--- src/design/pwmt_pkg.sv ---
// ----------------------------------------------------------------------------
// pwmt_pkg - shared definitions for the edge-aligned pwm timer
// Operation codes, register indexes and field widths used by the timer.
// ----------------------------------------------------------------------------
`default_nettype none

package pwmt_pkg;

    // default main counter width
    localparam int unsigned COUNT_WIDTH_DEF = 16;

    // fixed field widths of the streaming payload
    localparam int unsigned OPCODE_W   = 3;
    localparam int unsigned DATA_W     = 16;
    localparam int unsigned PSC_W      = 16;
    localparam int unsigned IN_TDATA_W = 24;
    localparam int unsigned OUT_TDATA_W = 24;

    // configuration register indexes
    localparam int unsigned CFG_IDX_W = 2;
    localparam logic [CFG_IDX_W-1:0] REG_PERIOD_BUF  = 2'd0;
    localparam logic [CFG_IDX_W-1:0] REG_COMPARE_BUF = 2'd1;
    localparam logic [CFG_IDX_W-1:0] REG_ACTIVE_LOW  = 2'd2;

    // item operation codes
    typedef enum logic [OPCODE_W-1:0] {
        OP_TICK        = 3'd0,
        OP_WR_PRESCALE = 3'd1,
        OP_WR_PERIOD   = 3'd2,
        OP_WR_COMPARE  = 3'd3,
        OP_WR_ENABLES  = 3'd4,
        OP_FORCE_UPD   = 3'd5
    } opcode_t;

endpackage : pwmt_pkg

`default_nettype wire

--- src/design/pwm_timer_with_preload_unit.sv ---
// ----------------------------------------------------------------------------
// pwm_timer_with_preload_unit - edge-aligned pwm timer with preload registers
// Single channel up counter with prescaler, auto-reload and compare, driven
// by a stream of tick and register-access items.
// ----------------------------------------------------------------------------
// Usage:
//   s_ channel: one item per transfer, either a counter tick or a register
//   write (prescaler, period, compare, enables) or a forced update.
//   m_ channel: exactly one result per item: pin level, counter value and
//   an update flag, in item order.
//   cfg channel: writes the buffer-enable and polarity bits; cfg_ready is
//   always high, write only while no item is outstanding.
//   m_tvalid rises in the cycle after the input transfer. Throughput is one
//   item per cycle while s_tready is high: the counter state and the result
//   register both advance in the cycle an item is taken, so back-to-back
//   items need no gap. When the receiver stalls, the result holds in the
//   output register and s_tready drops only while that register is full and
//   not being drained. Reset (aresetn low, synchronous) clears counters and
//   compare/prescaler, sets the period to all ones, disables counting and
//   output, and empties the output register.
// ----------------------------------------------------------------------------
`default_nettype none

module pwm_timer_with_preload_unit #(
    parameter int unsigned COUNT_WIDTH = pwmt_pkg::COUNT_WIDTH_DEF
) (
    input  wire logic                              aclk,
    input  wire logic                              aresetn,
    // input items
    input  wire logic                              s_tvalid,
    output logic                                   s_tready,
    // [2:0] opcode, [18:3] write_data, [23:19] zero
    input  wire logic [pwmt_pkg::IN_TDATA_W-1:0]   s_tdata,
    // results
    output logic                                   m_tvalid,
    input  wire logic                              m_tready,
    // [0] pwm_level, [16:1] count_value, [17] update_flag, [23:18] zero
    output logic [pwmt_pkg::OUT_TDATA_W-1:0]       m_tdata,
    // configuration writes
    input  wire logic                              cfg_valid,
    output logic                                   cfg_ready,
    input  wire logic [pwmt_pkg::CFG_IDX_W-1:0]    cfg_index,
    input  wire logic                              cfg_data
);

    import pwmt_pkg::*;

    // configuration bits
    logic period_buf_en_reg;
    logic compare_buf_en_reg;
    logic active_low_reg;

    // timer state
    logic [PSC_W-1:0]       psc_count_reg,   psc_count_next;
    logic [COUNT_WIDTH-1:0] main_count_reg,  main_count_next;
    logic [PSC_W-1:0]       psc_buf_reg,     psc_buf_next;
    logic [PSC_W-1:0]       psc_act_reg,     psc_act_next;
    logic [COUNT_WIDTH-1:0] period_buf_reg,  period_buf_next;
    logic [COUNT_WIDTH-1:0] period_act_reg,  period_act_next;
    logic [COUNT_WIDTH-1:0] compare_buf_reg, compare_buf_next;
    logic [COUNT_WIDTH-1:0] compare_act_reg, compare_act_next;
    logic                   run_en_reg,      run_en_next;
    logic                   out_en_reg,      out_en_next;

    // output register
    logic                   m_valid_reg;
    logic [OUT_TDATA_W-1:0] m_data_reg;

    // item decode
    opcode_t                opcode;
    logic [DATA_W-1:0]      wr_data;
    logic [COUNT_WIDTH-1:0] wr_data_cnt;
    logic                   in_xfer;
    logic                   upd;
    logic                   active;
    logic                   level;
    logic [DATA_W-1:0]      count_out;

    assign opcode      = opcode_t'(s_tdata[OPCODE_W-1:0]);
    assign wr_data     = s_tdata[OPCODE_W +: DATA_W];
    assign wr_data_cnt = COUNT_WIDTH'(wr_data);

    assign s_tready  = !m_valid_reg || m_tready;
    assign in_xfer   = s_tvalid && s_tready;
    assign m_tvalid  = m_valid_reg;
    assign m_tdata   = m_data_reg;
    assign cfg_ready = 1'b1;

    // next timer state for the current item
    always_comb begin
        psc_count_next   = psc_count_reg;
        main_count_next  = main_count_reg;
        psc_buf_next     = psc_buf_reg;
        psc_act_next     = psc_act_reg;
        period_buf_next  = period_buf_reg;
        period_act_next  = period_act_reg;
        compare_buf_next = compare_buf_reg;
        compare_act_next = compare_act_reg;
        run_en_next      = run_en_reg;
        out_en_next      = out_en_reg;
        upd              = 1'b0;

        unique case (opcode)
            OP_TICK: begin
                if (run_en_reg) begin
                    if (psc_count_reg >= psc_act_reg) begin
                        psc_count_next = '0;
                        // zero period blocks the main counter
                        if (period_act_reg != '0) begin
                            if (main_count_reg == period_act_reg) begin
                                main_count_next  = '0;
                                psc_act_next     = psc_buf_reg;
                                period_act_next  = period_buf_reg;
                                compare_act_next = compare_buf_reg;
                                upd              = 1'b1;
                            end else begin
                                main_count_next = main_count_reg + 1'b1;
                            end
                        end
                    end else begin
                        psc_count_next = psc_count_reg + 1'b1;
                    end
                end
            end
            OP_WR_PRESCALE: begin
                psc_buf_next = wr_data;
            end
            OP_WR_PERIOD: begin
                period_buf_next = wr_data_cnt;
                if (!period_buf_en_reg) begin
                    period_act_next = wr_data_cnt;
                end
            end
            OP_WR_COMPARE: begin
                compare_buf_next = wr_data_cnt;
                if (!compare_buf_en_reg) begin
                    compare_act_next = wr_data_cnt;
                end
            end
            OP_WR_ENABLES: begin
                run_en_next = wr_data[0];
                out_en_next = wr_data[1];
            end
            OP_FORCE_UPD: begin
                main_count_next  = '0;
                psc_count_next   = '0;
                psc_act_next     = psc_buf_reg;
                period_act_next  = period_buf_reg;
                compare_act_next = compare_buf_reg;
                upd              = 1'b1;
            end
            default: begin
            end
        endcase
    end

    // pwm mode 1 with polarity and output gate
    assign active    = main_count_next < compare_act_next;
    assign level     = out_en_next && (active != active_low_reg);
    assign count_out = DATA_W'(main_count_next);

    // timer state registers
    always_ff @(posedge aclk) begin
        if (!aresetn) begin
            psc_count_reg   <= '0;
            main_count_reg  <= '0;
            psc_buf_reg     <= '0;
            psc_act_reg     <= '0;
            period_buf_reg  <= '1;
            period_act_reg  <= '1;
            compare_buf_reg <= '0;
            compare_act_reg <= '0;
            run_en_reg      <= 1'b0;
            out_en_reg      <= 1'b0;
        end else if (in_xfer) begin
            psc_count_reg   <= psc_count_next;
            main_count_reg  <= main_count_next;
            psc_buf_reg     <= psc_buf_next;
            psc_act_reg     <= psc_act_next;
            period_buf_reg  <= period_buf_next;
            period_act_reg  <= period_act_next;
            compare_buf_reg <= compare_buf_next;
            compare_act_reg <= compare_act_next;
            run_en_reg      <= run_en_next;
            out_en_reg      <= out_en_next;
        end
    end

    // configuration register writes
    always_ff @(posedge aclk) begin
        if (!aresetn) begin
            period_buf_en_reg  <= 1'b0;
            compare_buf_en_reg <= 1'b0;
            active_low_reg     <= 1'b0;
        end else if (cfg_valid && cfg_ready) begin
            unique case (cfg_index)
                REG_PERIOD_BUF:  period_buf_en_reg  <= cfg_data;
                REG_COMPARE_BUF: compare_buf_en_reg <= cfg_data;
                REG_ACTIVE_LOW:  active_low_reg     <= cfg_data;
                default: begin
                end
            endcase
        end
    end

    // result register
    always_ff @(posedge aclk) begin
        if (!aresetn) begin
            m_valid_reg <= 1'b0;
        end else if (in_xfer) begin
            m_valid_reg <= 1'b1;
        end else if (m_tready) begin
            m_valid_reg <= 1'b0;
        end
    end

    always_ff @(posedge aclk) begin
        if (in_xfer) begin
            m_data_reg <= {{(OUT_TDATA_W - DATA_W - 2){1'b0}}, upd, count_out, level};
        end
    end

endmodule : pwm_timer_with_preload_unit

`default_nettype wire

--- config.mk ---
export PLATFORM = sky130hd
export DESIGN_NAME = pwm_timer_with_preload_unit
export DESIGN_NICKNAME = d
export VERILOG_FILES = /design/src/design/pwmt_pkg.sv /design/src/design/pwm_timer_with_preload_unit.sv
export SDC_FILE = /design/constraint.sdc
export NUM_CORES = 1
export LEC_CHECK = 0
export ABC_AREA = 1
export BUFFER_PORTS_ARGS = -buffer_cell sky130_fd_sc_hd__buf_2
export CORE_MARGIN = 2
export CORE_UTILIZATION = 65
export DETAILED_ROUTE_END_ITERATION = 7
export GPL_ROUTABILITY_DRIVEN = 1
export HOLD_SLACK_MARGIN = 0.12
export PLACE_DENSITY = 0.9
export SYNTH_ARGS = -nofsm -noshare
export SYNTH_HDL_FRONTEND = slang
export SYNTH_SLANG_ARGS = --single-unit
--- constraint.sdc ---
create_clock -name aclk -period 6.1 [get_ports aclk]
set_input_delay 0.305 -clock aclk [delete_from_list [all_inputs] [get_ports aclk]]
set_output_delay 0.305 -clock aclk [all_outputs]
set_load 0.02 [all_outputs]
==> results of run 1 <==
-- placed cells by master (no fill, tap or decap), drive strengths merged, types with 4 or more instances in the layout --
master    count
clkinvlp      4
xor2          9
nand3        41
o32ai         4
edfxtp       18
nor4          6
a221oi       11
nand2       176
o21ai       114
a211oi       13
ha           33
inv         172
dfxtp       134
nor2        130
nor3         21
a21oi        71
o221ai       16
clkbuf       19
o211ai       29
conb          7
nand4         9
buf          54
-- power groups by stage --
stage	Sequential [mW]	Combinational (mW)	Clock (mW)
final	1.10	0.351	1.10
after global routing	1.10	0.389	1.14
after CTS	1.10	0.343	1.10
after detailed placement	1.12	0.334	0
after global placement	1.12	0.323	0
after floorplan	1.12	0.236	0
-- kinds of logic after synthesis --
kind of cell / synth area share [%]
other: 0.09527
AOI/OAI and AO/OA: 20.68
DFF: 40.89
adders and majority gates: 5.238
xor gates and xnor gates: 1.000
buffers and inverters: 10.98
and+or+nand+nor: 21.11
-- routing by layer --
| layer | vias to the layer above | wire, µm | part of all wire, % | global-route usage [%] |
|---|---|---|---|---|
| li1 | 3593 | - | - | - |
| met1 | 3414 | 8149 | 41 | 40.81 |
| met2 | 346 | 9469 | 48 | 51.11 |
| met3 | 52 | 1643 | 8.3 | 6.353 |
| met4 | 0 | 522 | 2.6 | 14.15 |
| met5 | - | 0 | 0 | 0 |
-- critical path, delay by kind of cell (launching register included) --
kind                       cells  cell delay [ns]
adders and majority gates      2             0.77
DFF                            1             0.36
buffers and inverters          2             0.17
and+or+nand+nor               17             1.64
AOI/OAI and AO/OA              5             1.03
-- area by class of cell --
cell class                      instances  area [µm²]
Fill cell                             859        3147
Sequential cell                       152        3223
Tap cell                              147       183.9
Timing Repair Buffer                   54       290.3
Multi-Input combinational cell        703        3824
Inverter                              166       623.1
Clock buffer                           19       464.2
Clock inverter                         13       156.4
-- final timing paths --
| path | from | to | cells after the start |
|---|---|---|---|
| setup reg to reg | psc_count_reg[3] | m_tdata[0] | 26 |
| hold / removal | m_tready | m_tvalid | 4 |
| hold reg to reg | psc_act_reg[14] | psc_act_reg[14] | 2 |
| setup / recovery | psc_count_reg[3] | m_tdata[0] | 26 |
-- stage by stage --
stage / cells / power [mW] / util, % / setup slack [ns]
2_1_floorplan: 1075 / 1.360 / - / 2.772
3_3_place_gp: 1222 / 1.440 / 68.37 / 2.217
3_5_place_dp: 1222 / 1.453 / 68.37 / 2.145
4_1_cts: 1254 / 2.543 / 73.58 / 1.991
5_1_grt: 1254 / 2.637 / 73.58 / 1.552
6_report: 1254 / 2.548 / 73.58 / 1.881
==> impl_metrics.tcl, run 1 <==
set metrics [dict create \
    areaGrowthSynthToFinish_pct 11.19 \
    via_count 7405 \
    ys_seq_area_share_pct 40.89 \
    crit_type "reg2reg" \
    maxCapViolCount 0 \
    yosysMostFrequentCell "nand2_1" \
    worst_ep_required_time_ns 6.28 \
    initial_core_util_pct 66.18 \
    cts_tree "yes" \
    cts.path.max_buffers 2 \
    hpwl_um 13360 \
    synth_area_leaders "dfxtp_1 34%, nand2_1 8.2%, inv_1 7.1%, edfxtp_1 6.9%, o21ai_0 6.8%" \
    slew_headroom_pct 29.66 \
    ir_worst_vdd_v 0.0002405 \
    grt_pass1_vias 6845 \
    cpMaxStageDelayCell "ha_1" \
    core_um2 11910 \
    numCtsBuffers 17 \
    min_period_over_period_pct 69.16 \
    ctsResizeCount 0 \
    placed_cell_area_um2 8144 \
    worstMarginPinSlew_ns 1.053 \
    powerDensity_nw_per_um2 290.7 \
    drv_slew 0 \
    swShare_pct 28.45 \
    syn-cell-area_um2 7883 \
    drt_iter0_drc 904 \
    cts.sinks 152 \
    outcome "finished, final reports clean" \
    place.gp.congestion 0.9607 \
    hold_viol 0 \
    crit_path_start_kind "flip-flop" \
    fin_setup_tns_ns 0 \
    setup_violations 0 \
    drive_gt1_share_pct 12.10 \
    cts_root_buf "clkbuf_16" \
    synth.ff_latch_count 152 \
    hold_ws_ns 0.1718 \
    routed_wirelength_um 19790 \
    synth_top_area_cell "dfxtp_1" \
    p_sw_mw 0.7249 \
    io_buffers 46 \
    netlist_top_cells_count "172 x nand2_1, 149 x inv_1, 134 x dfxtp_1" \
    synth_edf_count 18 \
    ant_nets 0 \
    dieWidth_um 114.1 \
    dieArea_um2 13020 \
    finalNetCount 1159 \
    grt_pass1_wl_um 32410 \
    power_frac_comb_pct 13.8 \
    fin_skew_ns 0.007805 \
    wl_per_cell_um 15.78 \
    cp_max_fo 7 \
    cpMostUsedCell "nand2_1" \
    syn_inst 1070 \
    p_clk_share_pct 43.1 \
    cts.clk_slew.worst_paths_ns 0.06 \
    firstDrtPassIters 5 \
    endpoint_kind "flip-flop" \
    yosysTopAreaCellShare_pct 34.03 \
    die_h_um 114.1 \
    route.detailed.drc 0 \
    syn_avg_cell_area_um2 7.367 \
    ios 59 \
    ys_dominant_reg_cell "dfxtp_1" \
    internal_power_mw 1.823 \
    reg2reg_slack_ns 1.88 \
    viasPerCell 5.905 \
    overflow 0 \
    p_seq_share_pct 43.1 \
    ys_types 42 \
    grt_max_degree 98 \
    crit_path_max_incr_delay_ns 0.43 \
    yosysWarnings 0 \
    arrival_ns 4.40 \
    cts_setup_buffers 0 \
    grt_usage_pct 31.50 \
    stdcell_area_um2 8765 \
    cts_hold_buf 0 \
    ys_async_sr_fraction_pct 0 \
    htreeDepth 4 \
    largest_reg_flops 18 \
    num_rows 40 \
    leakage_nw 4.010 \
    antenna_cells 0 \
    antenna_found_initial 0 \
    clk-insertion-delay-late_ns 0.43 \
    min_period_ns 4.219 \
    hold_class "in2reg" \
    rsz0062_at_grt "false" \
    fmax_mhz 237.0 \
]
(Power assumes the default switching activity.)
==> run 2, diff against run 1 <==
--- a/config.mk
+++ b/config.mk
@@ -5,14 +5,14 @@
 export SDC_FILE = /design/constraint.sdc
 export NUM_CORES = 1
 export LEC_CHECK = 0
-export ABC_AREA = 1
+export ABC_AREA = 0
 export BUFFER_PORTS_ARGS = -buffer_cell sky130_fd_sc_hd__buf_2
 export CORE_MARGIN = 2
-export CORE_UTILIZATION = 65
+export CORE_UTILIZATION = 61
 export DETAILED_ROUTE_END_ITERATION = 7
 export GPL_ROUTABILITY_DRIVEN = 1
 export HOLD_SLACK_MARGIN = 0.12
-export PLACE_DENSITY = 0.9
+export PLACE_DENSITY = 0.86
 export SYNTH_ARGS = -nofsm -noshare
 export SYNTH_HDL_FRONTEND = slang
 export SYNTH_SLANG_ARGS = --single-unit
==> constraint.sdc (replaced) <==
create_clock -name aclk -period 4.1 [get_ports aclk]
set_input_delay 0.205 -clock aclk [delete_from_list [all_inputs] [get_ports aclk]]
set_output_delay 0.205 -clock aclk [all_outputs]
set_load 0.02 [all_outputs]
==> run 2 against run 1 <==
The run now ends with negative setup slack left. Power up 36%. Critical path depth down 5. Critical path type unchanged. Wire length up 19%.
==> impl_metrics.tcl, run 2 <==
set metrics [dict create \
    slew_headroom_pct 22.94 \
    syn_avg_cell_area_um2 8.687 \
    hold_viol 0 \
    maxCapViolCount 0 \
    reg2reg_depth 21 \
    wl_per_cell_um 18.58 \
    dieArea_um2 14090 \
    viasPerCell 6.030 \
    layout_setup_ws_ns -0.6067 \
    hold_ws_ns 0.1360 \
    cts.sinks 152 \
    largest_reg_flops 18 \
    min_period_over_period_pct 114.8 \
    reg2reg_from "psc_act_reg[11]" \
    cts.clk_slew.worst_paths_ns 0.07 \
    ys_seq_area_share_pct 40.16 \
    drt_iter0_drc 720 \
    violations "negative setup slack" \
    min_path_cells 4 \
    drive_gt1_share_pct 24.73 \
    overflow 0 \
    clk-insertion-delay-late_ns 0.43 \
    firstDrtPassIters 6 \
    num_rows 41 \
    cts_root_buf "clkbuf_16" \
    synth.ff_latch_count 152 \
    grt_pass1_vias 7415 \
    fmax_mhz 212.5 \
    cts.path.max_buffers 2 \
    initial_core_util_pct 63.09 \
    final_common_cell "nand2_1" \
    route.detailed.drc 0 \
    dieWidth_um 118.7 \
    min_period_ns 4.707 \
    fin_skew_ns 0.01111 \
    antenna_cells 0 \
    regArea_um2 3232 \
    ir_worst_vdd_v 0.0004516 \
    numCtsBuffers 17 \
    crit_type "reg2reg" \
    netlist_top_cells_count "144 x nand2_1, 134 x dfxtp_1, 71 x nor2_1" \
    cp_max_fo 5 \
    ys_async_sr_fraction_pct 0 \
    via_count 7622 \
    grt_usage_pct 33.17 \
    io_buffers 46 \
    yosysWarnings 0 \
    rsz0062_at_grt "true" \
    ys_types 66 \
    ios 59 \
    final.fill_count 791 \
    synth_edf_count 18 \
    setup_violations 1 \
    yosysMostFrequentCell "nand2_1" \
    finalNetCount 1144 \
    endpoint "m_tdata[0]" \
    worst_r2r_endpoint "m_tdata[0]" \
    final_cell_mix "143 x nand2_1, 127 x dfxtp_1, 124 x buf_4" \
    crit_path_start_kind "flip-flop" \
    stdcell_area_um2 10190 \
    antenna_found_initial 0 \
    worstMarginPinSlew_ns 1.152 \
    ys_dominant_reg_cell "dfxtp_1" \
    hpwl_um 15030 \
    power.total_mw 3.464 \
    syn_inst 924 \
    endpoint_kind "flip-flop" \
    hold_class "in2reg" \
    place.gp.congestion 0.9626 \
    synth_area_leaders "dfxtp_1 33%, edfxtp_1 6.7%, nand2_1 6.7%, mux2i_1 6.4%, ha_1 5.1%" \
    powerDensity_nw_per_um2 339.9 \
    die_h_um 118.7 \
    drv_slew 0 \
    multi_input_area_um2 4702 \
    areaGrowthSynthToFinish_pct 26.97 \
    cts_tree "yes" \
    crit_start "psc_act_reg[11]" \
    reg2reg_slack_ns -0.61 \
    synth_top_area_cell "dfxtp_1" \
    outcome "finished with violations" \
    grt_pass1_wl_um 37030 \
    htreeDepth 4 \
    worst_ep_required_time_ns 4.27 \
    routed_wirelength_um 23490 \
    grt_max_degree 40 \
    ant_nets 0 \
    syn-cell-area_um2 8026 \
    yosysTopAreaCellShare_pct 33.42 \
    placed_cell_area_um2 9117 \
    core_um2 12720 \
    leakage_nw 4.226 \
    arrival_ns 4.88 \
]
[run 2: changes by cell type after synthesis, sizes merged, moves of 22 or more]
cell	previous run	this run
nor2b	0	41
o211ai	29	2
xnor2	0	22
nor2	130	72
nand2	176	144
a21oi	71	49
o31ai	0	24
mux2i	0	51
o21ai	114	53
a21boi	0	27
inv	165	26
[run 2: kinds of logic (layout without fill, tap and decap cells)]
group	count (synthesis)	count (layout)	synth area share, %
buffers and inverters	85	248	4.676
xor gates and xnor gates	32	32	3.492
AOI/OAI and AO/OA	215	215	18.60
adders and majority gates	33	33	5.144
DFF	152	152	40.16
and+or+nand+nor	350	350	20.92
other	2	7	0.09357
muxes	55	55	6.921
[run 2: layer usage]
layer  vias to the layer above  track usage, %  part of all wire (%)
li1                       3568               -                     -
met1                      3605           39.31                    40
met2                       365           57.69                    50
met3                        84           6.805                   6.7
met4                         0           14.81                   4.2
met5                         -               0                     0
[run 2: worst min-delay path by stage]
stage | startpoint | endpoint
after global placement | period_buf_reg[5] | period_buf_reg[5]
after detailed placement | period_buf_reg[7] | period_buf_reg[7]
final | m_tready | m_tvalid
after global routing | s_tdata[4] | period_buf_reg[1]
after CTS | s_tvalid | m_tvalid
after floorplan | s_tdata[3] | period_buf_reg[0]
[run 2: final cells by class]
class / count / share of cell area (%)
Multi-Input combinational cell: 692 / 46.14
Sequential cell: 152 / 31.71
Timing Repair Buffer: 190 / 13.49
Clock buffer: 20 / 4.481
Tap cell: 172 / 2.112
Clock inverter: 12 / 1.105
Inverter: 26 / 0.9576
[run 2: critical path, cell delays in order, from the launching register on]
cell and delay, ns:
dfxtp_2 0.33, inv_1 0.07, ha_4 0.27, nand2_1 0.07, or3_4 0.40, a2111oi_4 0.34
buf_6 0.20, o311ai_4 0.15, nor2_2 0.19, buf_4 0.15, buf_4 0.10, nand3_2 0.10
o31ai_4 0.32, ha_4 0.25, a21o_1 0.19, a21o_1 0.18, a21o_1 0.19, a211oi_2 0.24
o21ai_2 0.11, mux2i_1 0.13, a21oi_1 0.12, or3b_1 0.35
[run 2: stage by stage]
| stage | setup TNS (ns) | instances | setup WS [ns] | utilization [%] |
|---|---|---|---|---|
| 6_report | -0.6067 | 1264 | -0.6067 | 80.10 |
| 5_1_grt | -0.7196 | 1264 | -0.7196 | 80.10 |
| 4_1_cts | -0.4612 | 1260 | -0.4612 | 78.97 |
| 3_5_place_dp | -0.5716 | 1200 | -0.5716 | 71.67 |
| 3_3_place_gp | -0.4822 | 1200 | -0.4822 | 71.67 |
| 2_1_floorplan | -0.3571 | 929 | -0.3571 | - |
[run 2: report_power, final]
part           switching (mW)  internal [mW]  total [mW]
Sequential             0.0296           1.55        1.58
Clock                   0.636          0.874        1.51
Combinational           0.229          0.147       0.376
[run 2: repair_timing]
item / CTS / global route
setup buffers: 12 / 5
setup endpoints to repair: 1 / 1
endpoints found under the hold margin: 30 / 0
gates cloned: 0 / 0
pin swaps: 20 / 23
hold buffers: 16 / 0
resized for setup: 26 / 22
